===== src/design/s2e_pkg.sv =====
// Shared constants and types for the symmetric 2x2 eigenvalue core.
package s2e_pkg;

  // Queue depths, powers of two.
  localparam int unsigned QUEUE_DEPTH = 4;
  localparam int unsigned OUT_DEPTH   = 2;

  // Status of one queue, seen by its producer and consumer.
  typedef struct packed {
    logic empty;
    logic full;
  } s2e_fifo_stat_t;

endpackage


===== src/design/s2e_fifo.sv =====
// Small register queue with fill count, used between the core's parts.
module s2e_fifo
  import s2e_pkg::*;
#(
  parameter int unsigned WIDTH = 8,
  parameter int unsigned DEPTH = 4
) (
  input  logic                 clk,
  input  logic                 rst_n,
  input  logic                 push,
  input  logic [WIDTH-1:0]     wdata,
  input  logic                 pop,
  output logic [WIDTH-1:0]     rdata,
  output s2e_fifo_stat_t       stat
);

  localparam int unsigned AW = (DEPTH > 1) ? $clog2(DEPTH) : 1;
  localparam int unsigned CW = $clog2(DEPTH + 1);

  logic [WIDTH-1:0] mem_r [DEPTH];
  logic [AW-1:0]    wr_ptr_r, wr_ptr_nxt;
  logic [AW-1:0]    rd_ptr_r, rd_ptr_nxt;
  logic [CW-1:0]    cnt_r, cnt_nxt;
  logic             do_push, do_pop;

  assign stat.full  = (cnt_r == CW'(DEPTH));
  assign stat.empty = (cnt_r == '0);
  assign do_push    = push && !stat.full;
  assign do_pop     = pop && !stat.empty;
  assign rdata      = mem_r[rd_ptr_r];

  always_comb begin
    wr_ptr_nxt = do_push ? wr_ptr_r + AW'(1) : wr_ptr_r;
    rd_ptr_nxt = do_pop ? rd_ptr_r + AW'(1) : rd_ptr_r;
    cnt_nxt    = cnt_r + CW'(do_push) - CW'(do_pop);
  end

  always_ff @(posedge clk) begin
    if (!rst_n) begin
      wr_ptr_r <= '0;
      rd_ptr_r <= '0;
      cnt_r    <= '0;
    end else begin
      wr_ptr_r <= wr_ptr_nxt;
      rd_ptr_r <= rd_ptr_nxt;
      cnt_r    <= cnt_nxt;
    end
    if (do_push) begin
      mem_r[wr_ptr_r] <= wdata;
    end
  end

endmodule


===== config.mk =====
export PLATFORM = sky130hd
export DESIGN_NAME = s2e_fifo
export DESIGN_NICKNAME = d
export VERILOG_FILES = /design/src/design/s2e_pkg.sv /design/src/design/s2e_fifo.sv
export SDC_FILE = /design/constraint.sdc
export NUM_CORES = 1
export LEC_CHECK = 0
export BUFFER_PORTS_ARGS = -buffer_cell sky130_fd_sc_hd__clkbuf_2
export CORE_AREA = 8 8 67 69
export DETAILED_ROUTE_END_ITERATION = 6
export DIE_AREA = 0 0 75 77
export PLACE_DENSITY = 0.71
export SLEW_MARGIN = 0
export SYNTH_ARGS = -nofsm -noshare
export SYNTH_HDL_FRONTEND = slang
export SYNTH_SLANG_ARGS = --single-unit

===== constraint.sdc =====
create_clock -name clk -period 5.9 [get_ports clk]
set_clock_uncertainty 0.2 [all_clocks]
set_input_delay 0 -clock clk [delete_from_list [all_inputs] [get_ports clk]]
set_output_delay 0 -clock clk [all_outputs]
set_load 0.005 [all_outputs]

==> run summary <==
FINISH
------------------------------------------------------------------------------------------
Final core utilization ......................................................        57.7%
Filler cells ................................................................          287
Ant. Diodes .................................................................            0
Share of post-route cells with drive strength above 1 .......................        29.8%
Growth of design area from synthesis to finish ..............................        22.8%
Post-layout net count .......................................................          149
Sequential cell area ........................................................  0.00114 mm2
Final instance area .........................................................  0.00202 mm2
Combined area of the multi-input logic cells ................................      454 um2

FLOORPLAN
------------------------------------------------------------------------------------------
Starting utilization of the core area .......................................        47.0%
DIE AREA ....................................................................  0.00578 mm2
Row count ...................................................................           22
Die Width ...................................................................        75 um
I/O Pins ....................................................................           22
Vertical extent of the die ..................................................        77 um
Core area ...................................................................  0.00350 mm2

SYNTHESIS
------------------------------------------------------------------------------------------
Register bit count reported by yosys ........................................           41
Synthesized instance count ..................................................           93
Sequential element share of the synthesized area ............................        69.5%
Post-Synthesis Cell Area ....................................................  0.00164 mm2
Post-synth net total ........................................................          112
Mean post-synth cell area ...................................................     17.7 um2
Count of cell types in the netlist ..........................................           20
Total number of yosys warnings ..............................................            0

STA
------------------------------------------------------------------------------------------
Setup TNS after final layout ................................................         0 ns
Setup repair after global routing missed its margin .........................           no
Post-route minimum period ...................................................      2.57 ns
Total count of hold-check failures in the final report ......................            0
Worst-Margin Slew ...........................................................     0.546 ns
Setup-failing EPs final .....................................................            0
Tightest slew margin relative to the limit ..................................        63.5%
Final Cycle Share ...........................................................        43.6%
Max frequency ...............................................................    0.389 GHz
Max-slew violation count ....................................................            0

CRITICAL PATH
------------------------------------------------------------------------------------------
Sequence of cells on the critical path ...................................... nor3b_2 > nor2b_1 > inv_1 > ha_1 > inv_1 > ha_1 > fa_1 > xnor2_1 > xnor2_1 > and2_1
Critical Path Sink Type .....................................................         flop
Max stage delay on crit path ................................................      0.38 ns
Maximum fanout along the worst path .........................................            7
Category of the most critical setup path ....................................   reg -> reg
Required time reported for the critical path endpoint .......................      5.95 ns
CP max-delay cell ........................................................... sky130_fd_sc_hd__fa_1
Category of cells accounting for the largest share of critical-path delay ...  adder cells
Crit path buf inv count .....................................................            2
Arrival @ worst endpoint ....................................................      2.62 ns
Crit path launch type .......................................................         flop

OUTCOME
------------------------------------------------------------------------------------------
Outcome ..................................................................... finished, final reports clean

DETAILED ROUTING
------------------------------------------------------------------------------------------
Number of iterations in the first detailed-routing pass .....................            4
Number of vias per cell .....................................................         4.84
Count of routing violations after the opening detailed-route iteration ......           66
Final antenna-violating net count ...........................................            0
DRC violation count after routing ...........................................            0
Wire length reported by the detailed router .................................      2590 um
Overall via count from detail_route .........................................          866
Avg WL per Cell .............................................................      14.5 um

POWER
------------------------------------------------------------------------------------------
Cell Pwr Density ............................................................   386 mW/mm2
Reported leakage power ......................................................     0.743 nW
Maximum vdd ir drop .........................................................       238 uV
Overall Power ...............................................................     0.778 mW

CLOCK TREE
------------------------------------------------------------------------------------------
Hold buffers post-CTS .......................................................           13
Clock edge transition at the registers on the reported setup and hold paths .      0.12 ns
Clock net sink count ........................................................           41
Clock root cell ............................................................. sky130_fd_sc_hd__clkbuf_4
Postcts setup bufs ..........................................................            0
Max H-tree Level ............................................................            2
CTS tree ....................................................................        built
Inserted Clock Buffers ......................................................            5
Number of gates resized after CTS ...........................................            0
Insertion delay to the later sink of the worst-skew pair ....................      0.34 ns
Buffer depth of the longest clock path ......................................            2

GLOBAL ROUTE
------------------------------------------------------------------------------------------
Antenna violations before repair ............................................            0
Vias in the first global route ..............................................          929
Overall global routing resource usage .......................................        10.4%
Overflow after GRT ..........................................................            0
Maximum number of pins on one net before global-route repair ................           14
Global-route wire length before repair ......................................      4360 um

HOLD PATH
------------------------------------------------------------------------------------------
Type of the tightest min-delay check ........................................    in -> reg

FLOW RUN
------------------------------------------------------------------------------------------
Number of violations of the max-capacitance limit ...........................            0

PLACED DESIGN
------------------------------------------------------------------------------------------
Placed cell area ............................................................  0.00178 mm2
Port bufs ...................................................................           21
Final estimated routing congestion in global placement ......................        0.667

## through the flow
stage / cells / hold slack [ns] / setup WS (ns)
floorplan: 93 / -0.101 / 3.59
global placement: 158 / 0.0200 / 3.39
detailed placement: 158 / 0.0236 / 3.32
CTS: 179 / 0.197 / 3.30
global route: 179 / 0.192 / 3.19
finish: 179 / 0.210 / 3.33
## cell type report
class                   count  area share, %
clock buffers               5           1.86
clock inverters             3           3.23
inverters                   6           1.12
multi-input cells          42           22.5
flip-flops and latches     41           56.6
well taps                  48           2.98
repair buffers             34           11.7
## metal layers
layer  track usage (%)  routed length, um  vias up
met2              16.5               1340       19
met1              11.7               1060      424
li1                  -                  -      420
met3              4.42                162        3
met4              4.12                 25        0
met5                 0                  0        -
## worst register-to-register path, cell delays in order, from the launching register on
cell and delay, ns:
sky130_fd_sc_hd__dfxtp_1 0.35, sky130_fd_sc_hd__nor3b_2 0.17, sky130_fd_sc_hd__nor2b_1 0.37, sky130_fd_sc_hd__inv_1 0.09, sky130_fd_sc_hd__ha_1 0.29, sky130_fd_sc_hd__inv_1 0.04, sky130_fd_sc_hd__ha_1 0.18, sky130_fd_sc_hd__fa_1 0.38
sky130_fd_sc_hd__xnor2_1 0.15, sky130_fd_sc_hd__xnor2_1 0.12, sky130_fd_sc_hd__and2_1 0.14
## synth_stat cells
cell	instances	area, um2
sky130_fd_sc_hd__nand2_1	6	22.5
sky130_fd_sc_hd__ha_1	6	75.1
sky130_fd_sc_hd__mux4_2	8	180
sky130_fd_sc_hd__nor3_2	1	10.0
sky130_fd_sc_hd__edfxtp_1	32	961
sky130_fd_sc_hd__dfxtp_1	9	180
sky130_fd_sc_hd__mux2i_1	2	20.0
sky130_fd_sc_hd__a21boi_1	1	7.51
sky130_fd_sc_hd__fa_1	1	20.0
sky130_fd_sc_hd__nor3b_2	1	12.5
sky130_fd_sc_hd__nand4bb_1	1	11.3
sky130_fd_sc_hd__inv_1	6	22.5
sky130_fd_sc_hd__clkbuf_1	2	7.51
sky130_fd_sc_hd__xnor2_1	2	17.5
sky130_fd_sc_hd__or3_1	1	6.26
sky130_fd_sc_hd__buf_6	1	11.3
sky130_fd_sc_hd__nor2b_1	2	12.5
sky130_fd_sc_hd__and2_1	7	43.8
sky130_fd_sc_hd__buf_2	1	5.00
sky130_fd_sc_hd__o21ai_0	3	15.0
## sequential cells by signal, summed over array words and instances (netlist names), named ones only
signal    cells
rd_ptr_r      2
wr_ptr_r      2
cnt_r         3
mem_r        32
## layout by cell type, fill, tap and decap left out, drive strengths merged, types with 3 or more instances in the layout
cell and n:
nand2 6, dfxtp 9, dlygate4sd3 13, ha 6
edfxtp 32, mux4 8, o21ai 3, and2 7
inv 6, clkbuf 26
## worst paths after layout
check	slack, ns	from	cells past startpoint	end
max reg2reg	3.33	cnt_r[2]$_SDFF_PN0_	10	cnt_r[2]$_SDFF_PN0_
min	0.21	wdata[1]	2	mem_r[2][1]$_DFFE_PP_
max	3.33	cnt_r[2]$_SDFF_PN0_	10	cnt_r[2]$_SDFF_PN0_
min reg2reg	0.30	rd_ptr_r[1]$_SDFFE_PN0P_	2	flop
## power breakdown
group	internal [mW]	leakage [nW]	total [mW]	switching (mW)
registers	0.353	0.367	0.384	0.0307
logic	0.101	0.321	0.176	0.0749
clock network	0.131	0.0552	0.217	0.0863
## cell families (layout without fill, tap and decap cells)
family / Yosys count / after routing / synth area share (%)
compound gates: 4 / 4 / 1.37
simple gates: 19 / 19 / 7.24
flops: 41 / 41 / 69.5
mux: 10 / 10 / 12.2
fa+ha+maj: 7 / 7 / 5.79
buf+inv: 10 / 48 / 2.82
xor+xnor: 2 / 2 / 1.07
No activity file was read; power rests on OpenSTA's default activity.
